### src/hdl/keyed_quoted_value_extractor_defines.svh
// assertion macros for the keyed quoted value extractor
// needs clk and rst_n in the scope where a macro is used
`ifndef KEYED_QUOTED_VALUE_EXTRACTOR_DEFINES_SVH
`define KEYED_QUOTED_VALUE_EXTRACTOR_DEFINES_SVH

// same-cycle implication
`define KQVE_ASSERT_NOW(label, ante, cons) \
    label: assert property (@(posedge clk) disable iff (!rst_n) (ante) |-> (cons)) \
        else $error("kqve check failed");

// next-cycle implication
`define KQVE_ASSERT_NEXT(label, ante, cons) \
    label: assert property (@(posedge clk) disable iff (!rst_n) (ante) |=> (cons)) \
        else $error("kqve check failed");

`endif

### src/hdl/kqve_pkg.sv
// shared types, constants and character class functions
// for the keyed quoted value extractor; no dependencies
`default_nettype none

package kqve_pkg;

    localparam int MAX_VALUE_DEF = 64;
    localparam int KEY_LEN = 4;

    localparam logic [7:0] CH_EQUAL      = 8'h3D;
    localparam logic [7:0] CH_QUOTE      = 8'h22;
    localparam logic [7:0] CH_UNDERSCORE = 8'h5F;
    localparam logic [7:0] CH_SPACE      = 8'h20;

    typedef enum logic [2:0] {
        PH_SEEK,
        PH_KEY,
        PH_EQ,
        PH_QUOTE,
        PH_VALUE,
        PH_DONE
    } kqve_phase_t;

    typedef enum logic [1:0] {
        ST_CHAR  = 2'd0,
        ST_EMPTY = 2'd1,
        ST_NONE  = 2'd2
    } kqve_status_t;

    typedef struct packed {
        logic       action;
        logic [7:0] ch;
    } kqve_text_t;

    typedef struct packed {
        logic [7:0]   value_char;
        kqve_status_t status;
        logic         truncated;
        logic         last;
    } kqve_result_t;

    // parser to readout
    typedef struct packed {
        logic         go_read;
        logic         emit;
        kqve_status_t status;
    } kqve_evt_t;

    // readout to parser
    typedef struct packed {
        logic busy;
        logic hold;
    } kqve_stat_t;

    function automatic logic is_blank(input logic [7:0] c);
        return (c == CH_SPACE) || (c inside {[8'h09:8'h0D]});
    endfunction

    function automatic logic is_word(input logic [7:0] c);
        return (c inside {[8'h30:8'h39], [8'h41:8'h5A], [8'h61:8'h7A]}) ||
               (c == CH_UNDERSCORE);
    endfunction

    function automatic logic [7:0] to_lower(input logic [7:0] c);
        return (c inside {[8'h41:8'h5A]}) ? c + 8'd32 : c;
    endfunction

    function automatic logic [7:0] key_char(input logic [2:0] idx);
        logic [7:0] r;
        case (idx)
            3'd0:    r = 8'h6E;
            3'd1:    r = 8'h61;
            3'd2:    r = 8'h6D;
            3'd3:    r = 8'h65;
            default: r = 8'h00;
        endcase
        return r;
    endfunction

endpackage

`default_nettype wire

### src/hdl/kqve_value_ram.sv
// value buffer: one write port, one registered read port
// depends on nothing but its parameters
`default_nettype none

module kqve_value_ram #(
    parameter int DEPTH = 64,
    parameter int AW    = 6
) (
    input  wire logic          clk,
    input  wire logic          wr_en,
    input  wire logic [AW-1:0] wr_addr,
    input  wire logic [7:0]    wr_data,
    input  wire logic          rd_en,
    input  wire logic [AW-1:0] rd_addr,
    output logic [7:0]         rd_data
);

    logic [7:0] value_mem [DEPTH];
    logic [7:0] rd_data_reg;

    always_ff @(posedge clk)
    begin
        if (wr_en)
        begin
            value_mem[wr_addr] <= wr_data;
        end
        if (rd_en)
        begin
            rd_data_reg <= value_mem[rd_addr];
        end
    end

    assign rd_data = rd_data_reg;

endmodule

`default_nettype wire

### src/hdl/kqve_parser.sv
// text parser: key word search, '=' and quote matching, value buffering
// uses kqve_pkg; writes the value ram and hands events to the readout
`default_nettype none

module kqve_parser #(
    parameter int MAX_VALUE = kqve_pkg::MAX_VALUE_DEF,
    parameter int AW        = 6,
    parameter int LW        = 7
) (
    input  wire logic                clk,
    input  wire logic                rst_n,
    input  wire logic                text_valid,
    output logic                     text_stall,
    input  wire kqve_pkg::kqve_text_t text,
    input  wire kqve_pkg::kqve_stat_t stat,
    output kqve_pkg::kqve_evt_t      evt,
    output logic                     wr_en,
    output logic [AW-1:0]            wr_addr,
    output logic [7:0]               wr_data,
    output logic [LW-1:0]            value_length,
    output logic                     overflowed
);

    import kqve_pkg::*;

    kqve_phase_t   phase_reg, phase_next, phase_mid;
    logic [2:0]    key_reg, key_next, key_mid;
    logic          prev_reg, prev_next;
    logic [LW-1:0] len_reg, len_next;
    logic          ovf_reg, ovf_next;
    logic          accept;
    logic [7:0]    lc;
    logic          room;

    assign text_stall = stat.busy | stat.hold;
    assign accept     = text_valid & ~text_stall;
    assign lc         = to_lower(text.ch);
    assign room       = len_reg < LW'(MAX_VALUE);

    // next state
    always_comb
    begin
        phase_next = phase_reg;
        key_next   = key_reg;
        prev_next  = prev_reg;
        len_next   = len_reg;
        ovf_next   = ovf_reg;
        phase_mid  = phase_reg;
        key_mid    = key_reg;
        if (accept)
        begin
            if (text.action)
            begin
                phase_next = PH_SEEK;
                key_next   = 3'd0;
                prev_next  = 1'b0;
                len_next   = '0;
                ovf_next   = 1'b0;
            end
            else
            begin
                case (phase_reg)
                    PH_KEY:
                    begin
                        if (key_reg < 3'(KEY_LEN) && lc == key_char(key_reg))
                        begin
                            key_mid = key_reg + 3'd1;
                            if (key_mid == 3'(KEY_LEN))
                            begin
                                phase_mid = PH_EQ;
                            end
                        end
                        else
                        begin
                            phase_mid = PH_SEEK;
                            key_mid   = 3'd0;
                        end
                    end
                    PH_EQ:
                    begin
                        if (text.ch == CH_EQUAL)
                        begin
                            phase_mid = PH_QUOTE;
                        end
                        else if (!is_blank(text.ch))
                        begin
                            phase_mid = PH_SEEK;
                        end
                    end
                    PH_QUOTE:
                    begin
                        if (text.ch == CH_QUOTE)
                        begin
                            phase_mid = PH_VALUE;
                            len_next  = '0;
                            ovf_next  = 1'b0;
                        end
                        else if (!is_blank(text.ch))
                        begin
                            phase_mid = PH_SEEK;
                        end
                    end
                    PH_VALUE:
                    begin
                        if (text.ch == CH_QUOTE)
                        begin
                            phase_mid = PH_DONE;
                        end
                        else if (room)
                        begin
                            len_next = len_reg + LW'(1);
                        end
                        else
                        begin
                            ovf_next = 1'b1;
                        end
                    end
                    PH_SEEK, PH_DONE:
                    begin
                    end
                    default:
                    begin
                        phase_mid = PH_SEEK;
                    end
                endcase
                // a byte that broke an attempt may start the key word
                if (phase_mid == PH_SEEK)
                begin
                    key_mid = 3'd0;
                    if (!prev_reg && lc == key_char(3'd0))
                    begin
                        phase_mid = PH_KEY;
                        key_mid   = 3'd1;
                    end
                end
                phase_next = phase_mid;
                key_next   = key_mid;
                prev_next  = is_word(text.ch);
            end
        end
    end

    // outputs
    always_comb
    begin
        evt.go_read = 1'b0;
        evt.emit    = 1'b0;
        evt.status  = ST_CHAR;
        wr_en       = 1'b0;
        wr_addr     = len_reg[AW-1:0];
        wr_data     = text.ch;
        if (accept)
        begin
            if (text.action)
            begin
                if (phase_reg != PH_DONE)
                begin
                    evt.emit   = 1'b1;
                    evt.status = ST_NONE;
                end
            end
            else if (phase_reg == PH_VALUE)
            begin
                if (text.ch == CH_QUOTE)
                begin
                    if (len_reg == '0)
                    begin
                        evt.emit   = 1'b1;
                        evt.status = ST_EMPTY;
                    end
                    else
                    begin
                        evt.go_read = 1'b1;
                    end
                end
                else if (room)
                begin
                    wr_en = 1'b1;
                end
            end
        end
    end

    always_ff @(posedge clk or negedge rst_n)
    begin
        if (!rst_n)
        begin
            phase_reg <= PH_SEEK;
            key_reg   <= 3'd0;
            prev_reg  <= 1'b0;
            len_reg   <= '0;
            ovf_reg   <= 1'b0;
        end
        else
        begin
            phase_reg <= phase_next;
            key_reg   <= key_next;
            prev_reg  <= prev_next;
            len_reg   <= len_next;
            ovf_reg   <= ovf_next;
        end
    end

    assign value_length = len_reg;
    assign overflowed   = ovf_reg;

endmodule

`default_nettype wire

### src/hdl/kqve_readout.sv
// readout sequencer: walks the value ram and owns the result register
// uses kqve_pkg and the assertion macros
`default_nettype none

`include "keyed_quoted_value_extractor_defines.svh"

module kqve_readout #(
    parameter int AW = 6,
    parameter int LW = 7
) (
    input  wire logic                  clk,
    input  wire logic                  rst_n,
    input  wire kqve_pkg::kqve_evt_t   evt,
    input  wire logic [LW-1:0]         value_length,
    input  wire logic                  overflowed,
    output kqve_pkg::kqve_stat_t       stat,
    output logic                       rd_en,
    output logic [AW-1:0]              rd_addr,
    input  wire logic [7:0]            rd_data,
    output logic                       result_valid,
    input  wire logic                  result_stall,
    output kqve_pkg::kqve_result_t     result
);

    import kqve_pkg::*;

    logic          busy_reg, busy_next;
    logic [LW-1:0] idx_reg, idx_next;
    logic          pend_reg, pend_next;
    logic          pend_last_reg, pend_last_next;
    logic          out_valid_reg, out_valid_next;
    kqve_result_t  out_reg, out_next;
    logic          load;
    logic          issue;

    assign load  = pend_reg & (~out_valid_reg | ~result_stall);
    assign issue = busy_reg & (idx_reg != value_length) & (~pend_reg | load);

    assign rd_en   = issue;
    assign rd_addr = idx_reg[AW-1:0];

    always_comb
    begin
        busy_next      = busy_reg;
        idx_next       = idx_reg;
        pend_next      = pend_reg;
        pend_last_next = pend_last_reg;
        out_valid_next = out_valid_reg;
        out_next       = out_reg;

        if (evt.go_read)
        begin
            busy_next = 1'b1;
            idx_next  = '0;
        end

        if (issue)
        begin
            idx_next       = idx_reg + LW'(1);
            pend_next      = 1'b1;
            pend_last_next = (idx_reg + LW'(1)) == value_length;
        end
        else if (load)
        begin
            pend_next = 1'b0;
        end

        if (load && pend_last_reg)
        begin
            busy_next = 1'b0;
        end

        if (load)
        begin
            out_valid_next       = 1'b1;
            out_next.value_char  = rd_data;
            out_next.status      = ST_CHAR;
            out_next.truncated   = overflowed;
            out_next.last        = pend_last_reg;
        end
        else if (evt.emit)
        begin
            out_valid_next       = 1'b1;
            out_next.value_char  = 8'h00;
            out_next.status      = evt.status;
            out_next.truncated   = 1'b0;
            out_next.last        = 1'b1;
        end
        else if (out_valid_reg && !result_stall)
        begin
            out_valid_next = 1'b0;
        end
    end

    always_ff @(posedge clk or negedge rst_n)
    begin
        if (!rst_n)
        begin
            busy_reg      <= 1'b0;
            idx_reg       <= '0;
            pend_reg      <= 1'b0;
            pend_last_reg <= 1'b0;
            out_valid_reg <= 1'b0;
        end
        else
        begin
            busy_reg      <= busy_next;
            idx_reg       <= idx_next;
            pend_reg      <= pend_next;
            pend_last_reg <= pend_last_next;
            out_valid_reg <= out_valid_next;
        end
    end

    always_ff @(posedge clk)
    begin
        out_reg <= out_next;
    end

    assign stat.busy    = busy_reg;
    assign stat.hold    = out_valid_reg & result_stall;
    assign result_valid = out_valid_reg;
    assign result       = out_reg;

    `KQVE_ASSERT_NOW(a_idx_in_range, busy_reg, idx_reg <= value_length)
    `KQVE_ASSERT_NOW(a_no_emit_while_busy, evt.emit || evt.go_read, !busy_reg)
    `KQVE_ASSERT_NOW(a_pend_only_busy, pend_reg, busy_reg)
    `KQVE_ASSERT_NEXT(a_start_busy, evt.go_read, busy_reg && idx_reg == '0)

endmodule

`default_nettype wire

### src/hdl/keyed_quoted_value_extractor.sv
// top level of the keyed quoted value extractor
// uses kqve_pkg, kqve_value_ram, kqve_parser and kqve_readout
//
//   channel   direction   payload          handshake
//   text      in          kqve_text_t      text_valid / text_stall
//   result    out         kqve_result_t    result_valid / result_stall
//
// one text character per cycle while the readout is idle and no result is held up
// a value drains byte by byte through the ram read port,
// text is stalled until the last byte has entered the result register
// rst_n is asynchronous, active low; the value ram needs no clearing pass
// text stalls while the result register is full and result is stalled
`default_nettype none

module keyed_quoted_value_extractor #(
    parameter int MAX_VALUE = kqve_pkg::MAX_VALUE_DEF
) (
    input  wire logic                   clk,
    input  wire logic                   rst_n,
    input  wire logic                   text_valid,
    output logic                        text_stall,
    input  wire kqve_pkg::kqve_text_t   text,
    output logic                        result_valid,
    input  wire logic                   result_stall,
    output kqve_pkg::kqve_result_t      result
);

    import kqve_pkg::*;

    localparam int AW = (MAX_VALUE > 1) ? $clog2(MAX_VALUE) : 1;
    localparam int LW = $clog2(MAX_VALUE + 1);

    kqve_evt_t     evt;
    kqve_stat_t    stat;
    logic          wr_en;
    logic [AW-1:0] wr_addr;
    logic [7:0]    wr_data;
    logic          rd_en;
    logic [AW-1:0] rd_addr;
    logic [7:0]    rd_data;
    logic [LW-1:0] value_length;
    logic          overflowed;

    kqve_value_ram #(
        .DEPTH (MAX_VALUE),
        .AW    (AW)
    ) u_ram (
        .clk     (clk),
        .wr_en   (wr_en),
        .wr_addr (wr_addr),
        .wr_data (wr_data),
        .rd_en   (rd_en),
        .rd_addr (rd_addr),
        .rd_data (rd_data)
    );

    kqve_parser #(
        .MAX_VALUE (MAX_VALUE),
        .AW        (AW),
        .LW        (LW)
    ) u_parser (
        .clk          (clk),
        .rst_n        (rst_n),
        .text_valid   (text_valid),
        .text_stall   (text_stall),
        .text         (text),
        .stat         (stat),
        .evt          (evt),
        .wr_en        (wr_en),
        .wr_addr      (wr_addr),
        .wr_data      (wr_data),
        .value_length (value_length),
        .overflowed   (overflowed)
    );

    kqve_readout #(
        .AW (AW),
        .LW (LW)
    ) u_readout (
        .clk          (clk),
        .rst_n        (rst_n),
        .evt          (evt),
        .value_length (value_length),
        .overflowed   (overflowed),
        .stat         (stat),
        .rd_en        (rd_en),
        .rd_addr      (rd_addr),
        .rd_data      (rd_data),
        .result_valid (result_valid),
        .result_stall (result_stall),
        .result       (result)
    );

endmodule

`default_nettype wire
### config.mk
export PLATFORM = sky130hd
export DESIGN_NAME = keyed_quoted_value_extractor
export DESIGN_NICKNAME = d
export VERILOG_FILES = /design/src/hdl/kqve_pkg.sv /design/src/hdl/kqve_value_ram.sv /design/src/hdl/kqve_parser.sv /design/src/hdl/kqve_readout.sv /design/src/hdl/keyed_quoted_value_extractor.sv
export VERILOG_INCLUDE_DIRS = /design/src /design/src/hdl
export SDC_FILE = /design/constraint.sdc
export NUM_CORES = 1
export LEC_CHECK = 0
export BUFFER_PORTS_ARGS = -buffer_cell sky130_fd_sc_hd__buf_2
export CORE_ASPECT_RATIO = 0.75
export CORE_MARGIN = 2
export CORE_UTILIZATION = 55
export CTS_CLUSTER_SIZE = 8
export DETAILED_ROUTE_END_ITERATION = 8
export GPL_ROUTABILITY_DRIVEN = 1
export GPL_TIMING_DRIVEN = 0
export PLACE_DENSITY_LB_ADDON = 0.12
export SLEW_MARGIN = 20
export SYNTH_ARGS = -nofsm -noshare
export SYNTH_HDL_FRONTEND = slang
export SYNTH_SLANG_ARGS = --single-unit
### constraint.sdc
create_clock -name clk -period 2.45 [get_ports clk]
set_input_delay 0.245 -clock clk [delete_from_list [all_inputs] [get_ports clk]]
set_output_delay 0.245 -clock clk [all_outputs]
set_load 0.05 [all_outputs]
== After elaboration in Yosys (flattened, before gate mapping) ==
Memory sizes are Yosys's and may differ from the RTL's. A register that Yosys moved wholly into a read port is not among the register bits.
Cells that the tools add are included.

* Word-level logic and storage cells: 150
* Output and inout port bits: 14
* Input port bits: 13
* RAM bits: 512
* Register bits: 38
* Memories kept: 1

* Reductions and logical operators: 28
* Mux-type cells: 59
* Order comparisons: 10
* Equality and inequality tests: 22
* Bitwise gates (word level): 12
* Add/subtract/negate cells: 4

{| class="wikitable"
|+ Memory list
! name !! words !! width !! read ports !! clocked after Yosys merged registers in !! wr ports !! line !! RTL
|-
| u_ram.value_mem || 64 || 8 || 1 || 1 || 1 || kqve_value_ram.sv:18 || <nowiki>logic [7:0] value_mem [DEPTH];</nowiki>
|}

{| class="wikitable"
|+ Operators with widths
! kind !! number
|-
| $mux 3 || 18
|-
| $mux 7 || 6
|-
| $mux 8 || 4
|-
| $pmux 7 s4 || 1
|-
| $eq 8x6->1 const B || 3
|-
| $mux 12 || 2
|-
| $mux 1 || 22
|-
| $eq 8x7->1 const B || 2
|-
| $ge 8x7->1 const B || 2
|-
| $le 8x7->1 const B || 2
|-
| $pmux 3 s5 || 1
|-
| $add 7x1->7 const B || 2
|-
| $pmux 7 s2 || 1
|-
| $eq 3x2->1 const B || 4
|-
| $mux 4 || 3
|-
| $reduce_bool 3->1 || 4
|-
| $reduce_and 5->1 || 2
|-
| $eq 3x3->1 const B || 3
|-
| $logic_not 3->1 || 3
|-
| $ne 3x3->1 const B || 3
|-
| $add 8x6->8 const B || 1
|-
| $eq 8x8->1 || 1
|-
| $ge 8x4->1 const B || 1
|-
| $ge 8x6->1 const B || 1
|-
| 20 further kinds || 43
|}

== Logic depth before layout (Yosys ltp) ==
* Depth in word-level cells: 14
* Mapped depth: 9
* Mapped depth without buffers: 8

== Modules after synthesis ==
From an unflattened synthesis, not the netlist that was laid out.

* Cell total of the unflattened synthesis: 1254
* Area total of the unflattened synthesis: 23128.4 µm²

{| class="wikitable"
|+ Modules (own cells, without submodules)
! module !! area each (µm²) !! cells an instance !! instances !! sequential area each (µm²)
|-
| kqve_value_ram || 20246.9 || 940 || 1 || 15615.0
|-
| kqve_parser || 1614.0 || 197 || 1 || 375.4
|-
| kqve_readout || 1267.5 || 117 || 1 || 615.6
|}

== Least setup slack after synthesis ==
No wires, ideal clock.

* Kind: register to register
* From: register u_parser.phase_reg[0]
* To: memory u_ram.value_mem[56][0] (enable)
* Arrival time: 2175 ps
* Cell stages (with the launch flop): 7
* Slack: -95 ps
* Path buffers: 0
* Data required time: 2080 ps
* Clock period less this slack: 2545 ps
* Setup time: 370 ps
* Cells stage by stage: dfrtp_1 > or3b_1 > a211oi_1 > nor2b_1 > and2_1 > nand3_1 > nor2_1

* Longest elaborated chain between the ends: 6

{| class="wikitable"
|+ RTL lines
! element !! line !! RTL
|-
| from (decl) || kqve_parser.sv:26 || <nowiki>kqve_phase_t phase_reg, phase_next, phase_mid;</nowiki>
|-
| from (signal assigned) || kqve_parser.sv:196 || <nowiki>phase_reg <= phase_next;</nowiki>
|-
| $eq 3x3->1 || kqve_parser.sv:162 || <nowiki>else if (phase_reg == PH_VALUE)</nowiki>
|-
| $mux 1 || kqve_parser.sv:162 ||
|-
| $mux 1 || kqve_parser.sv:154 || <nowiki>if (text.action)</nowiki>
|-
| $mux 1 || kqve_parser.sv:152 || <nowiki>if (accept)</nowiki>
|-
| $mux 1 || kqve_value_ram.sv:23 || <nowiki>if (wr_en)</nowiki>
|-
| $mux 1 (not written as such) || kqve_value_ram.sv:25 || <nowiki>value_mem[wr_addr] <= wr_data;</nowiki>
|-
| to (decl) || kqve_value_ram.sv:18 ||
|}

No other way between the ends.

== Worst setup path in the final report ==
* From: register u_readout.idx_reg[0]
* To: register u_ram.rd_data_reg[7], in the netlist u_ram.rd_data[7], read port of u_ram.value_mem, data pin

* Longest elaborated chain between the ends: 3

{| class="wikitable"
|+ RTL lines
! element !! line !! RTL
|-
| from (decl) || kqve_readout.sv:28 || <nowiki>logic [LW-1:0] idx_reg, idx_next;</nowiki>
|-
| from (signal assigned) || kqve_readout.sv:108 || <nowiki>idx_reg <= idx_next;</nowiki>
|-
| $ne 7x7->1 || kqve_readout.sv:37 || <nowiki>assign issue = busy_reg & (idx_reg != value_length) & (~pend_reg | load);</nowiki>
|-
| $and 1x1->1 (2 in series) || kqve_readout.sv:37 ||
|-
| to (decl) || kqve_value_ram.sv:19 || <nowiki>logic [7:0] rd_data_reg;</nowiki>
|}

Several ways; a longest one is shown, not always the timed one.
A chain may end at the register's enable or synchronous reset.

==> results summary <==
The number of hold violations in the final report is 0. The row count is 64. The fraction of final layout cells sized beyond drive strength 1 is between 40% and 50%. The path class of the tightest hold or removal check is in2reg. The die width came out at about 240 um. The netlist uses 64 different library cells. After clock tree synthesis, the clock-pin slew on the worst setup and hold paths is roughly 50 ps. STA classifies the critical path startpoint as a flip-flop. The wire length of the first global-routing pass came out at 78800 um. The run finished, with violations left. In the routed layout, each cell is associated on average with a via count of about 6.5. The average detailed-routed wire length per instance came out at just under 30 um. The Yosys warning count came out at 0. The full die area came out at between 40000 and 50000 um^2.

The weighted congestion reported at the end of routability-driven placement came out at between 0.8 and 0.9. The final wirelength is ~55000 um. The cell sitting at the root of the clock tree is a clkbuf_16. The most numerous cell on the critical path is mux4_2. STA classifies the critical path endpoint as a flip-flop.

The depth of the worst hold-timing path came out at 1. The layout overhead on the synthesized area came out at 23.8%. The maximum clock frequency is roughly 370 MHz. The number of pins exceeding their max-slew limit in the final report came out at 0. STA puts the critical path data arrival time at 3020 ps. Along the worst path, the maximum fanout reaches 7. The net count of the finished layout is roughly 1.3k.

For this design, the slowest cell found on the critical path is mux4_2. The final critical-path share of the clock period came out at 111%. Clock skew on the completed layout was measured at 15.4 ps. The detail route stage leaves a number of antenna-violating nets equal to 0. The post-route total power came out at around 21 mW. The worst path required time came out at between 2000 and 3000 ps. The first routing iteration left about 1.5k violations. The most used flip-flop cell after synthesis is edfxtp_1.

The first-pass iteration count of the detailed router came out at 6. The max capacitance violation total is 0. The multi-input logic area came out at 6440 um^2. The stage delay of the slowest cell on the critical path is between 500 and 600 ps.

The initial antenna violation count was 0. The register with the most flip-flops in the layout has a little over 500 of them. Input and output buffers added on the ports amount to 25. The minimum setup slack after placement is -1830 ps. The share of async-settable or async-resettable flops after synthesis is around 4.7%. The setup total negative slack is -19450 ps. In this run the tightest slew margin relative to its limit is 38.7%. The total of fill cells in the finished design is about 2.5k. The number of instances in the synthesized netlist is 1126. The number of antenna cells inserted is 0. The proportion of synthesized chip area in sequential cells is 73.6%. The final core utilization came out at between 60% and 70%. The total routing usage reported by global routing is 25.9%. In this run the cell area measured after placement is ~23000 um^2. For the worst flop-to-flop path, the logic depth is 7. The count of clock tree sinks came out at 558. The signal on the critical path passes through buf_6 > buf_12 > buf_16 > mux4_2 > mux4_2 > a22oi_2 > nand2_1. The number of synthesized flops with an enable pin is 530. Entering global routing, the biggest net connects 72 pins. The maximum vdd ir drop is 643 uV. TritonCTS built the clock tree. The total number of H-tree levels is 3. Pin placement for this block handled 27 I/O pins. The total power per unit cell area is roughly 740 nW/um^2.

The synthesized netlist net count came out at around 1.2k. TritonCTS created slightly below 80 clock buffers. The via count is between 10k and 15k. The total non-filler cell area in the finished layout came out at ~28000 um^2. Setup repair after global routing could not meet its margin everywhere. The placeable core area is roughly 41000 um^2. The insertion delay of the later-clocked pin in the worst-skew pair came out at about 600 ps. A synthesized cell averages 20.0 um^2. The y dimension of the die is 179 um. The final reports fail on negative setup slack. The sequential cells in the finished layout cover a total of ~17000 um^2. After synthesis the cells add up to 22600 um^2. The estimated wirelength of the detail-placed design is around 32000 um. Setup slack on the critical path of the routed design comes to -262 ps. The leakage power total came out at around 9 nW. The overall overflow remaining after global route came out at 0. The initial standard-cell utilization of the core is a little under three fifths. The clock passes through at most 3 buffers. The transition time at the pin with the least slew margin came out at between 900 and 1000 ps. The via count of the first global-routing pass is between 10k and 15k. The count of final setup violators came out at 256. The number of synthesized register bits is 558. In the routed design, unresolved DRC markers number 0. After layout, the minimum clock period comes to about 2700 ps.

The type of the worst setup path is reg2reg.
worst paths after layout:
path / from / end / slack [ps]
max in group asynchronous: rst_n / u_parser.phase_reg[0] / 1790
setup / recovery: u_readout.idx_reg[0] / u_ram.rd_data[7] / -260
hold reg to reg: u_readout.result[2] / u_readout.result[2] / 470
hold / removal: text[6] / u_ram.value_mem[46][6] / 40
min in group asynchronous: rst_n / u_parser.key_reg[1] / 210
setup reg to reg: u_readout.idx_reg[0] / u_ram.rd_data[7] / -260
cells by family (layout without fill, tap and decap cells):
family	Yosys count	after routing	share of synthesized area [%]
adders and majority gates	12	12	0.654
buffers and inverters	77	278	1.60
xor gates and xnor gates	18	18	0.699
and+or+nand+nor	213	213	4.60
DFF	558	558	73.6
muxes	161	161	16.0
AOI/OAI and AO/OA	87	87	2.83
per-layer routing:
metal / part of all wire [%] / track usage [%] / up-vias
met4: 2.4 / 7.09 / 0
li1: - / - / 5023
met2: 45 / 36.5 / 604
met5: 0 / 0 / -
met1: 43 / 39.9 / 6398
met3: 9.6 / 7.62 / 99
critical path, delay by kind of cell (launching register included):
| family | cells | cell delay, ps |
|---|---|---|
| AO/OA/AOI/OAI | 1 | 260 |
| buffers and inverters | 3 | 540 |
| flip-flops | 1 | 370 |
| multiplexers | 2 | 1100 |
| AND/OR/NAND/NOR | 1 | 140 |
area by class of cell:
class | instances | share of cell area [%]
inverter | 16 | 0.237
sequential | 558 | 59.5
timing repair buffer | 109 | 5.31
multi-input combinational | 491 | 23.0
tap | 528 | 2.36
clock buffer | 95 | 7.52
clock inverter | 2 | 0.130
buffer | 56 | 1.91
Yosys cell counts, drive strengths merged, types with 4 or more instances:
master  instances  area [um^2]
and3           10         62.6
and2            5         31.3
clkbuf         26         97.6
a22oi          16          120
a31oi           4         25.0
xnor2           8         70.1
mux4          160         3600
xor2           10         87.6
nor2           90          338
o31ai           7         57.6
nor4            6         37.5
nand2b          6         37.5
nand2          36          135
dfrtp          26          651
ha             11          138
nor4b           6         58.8
nor3            7         35.0
nor2b          13         81.3
a21oi          13         65.1
inv            16         60.1
nand3          17         85.1
edfxtp        530        15900
o21ai          14         70.1
buf            35          203
power breakdown:
group          leakage [nW]  switching (mW)  internal (mW)
registers              5.13         0.00478           10.5
clock network          1.04            3.76           5.92
logic                  2.68           0.289         0.0959
total                  8.85            4.05           16.5
placed cells by master, fill, tap and decap left out, drive strengths merged, types with 13 or more instances in the layout:
cell    Yosys  layout
dfrtp      26      26
inv        16      16
nor2b      13      13
edfxtp    530     530
nand3      17      17
a22oi      16      16
buf        35     142
nand2      36      36
clkbuf     26     116
mux4      160     160
nor2       90      90
a21oi      13      13
o21ai      14      14
metrics by stage:
stage,hold WS [ps],cells
floorplan,-50.6,1126
global placement,287,1679
detailed placement,294,1679
CTS,45.0,1828
global route,29.4,1855
finish,35.0,1855
timing repair:
action                                  4_1_cts  5_1_grt
endpoints found under the setup margin      557      556
cloned                                        7        0
resized for setup                           271       41
pin swaps                                    47       42
buffers inserted                             46       30
hold endpoints to repair                     27        0
hold buffers                                  2        0
Power figures use the tool's default switching activity.
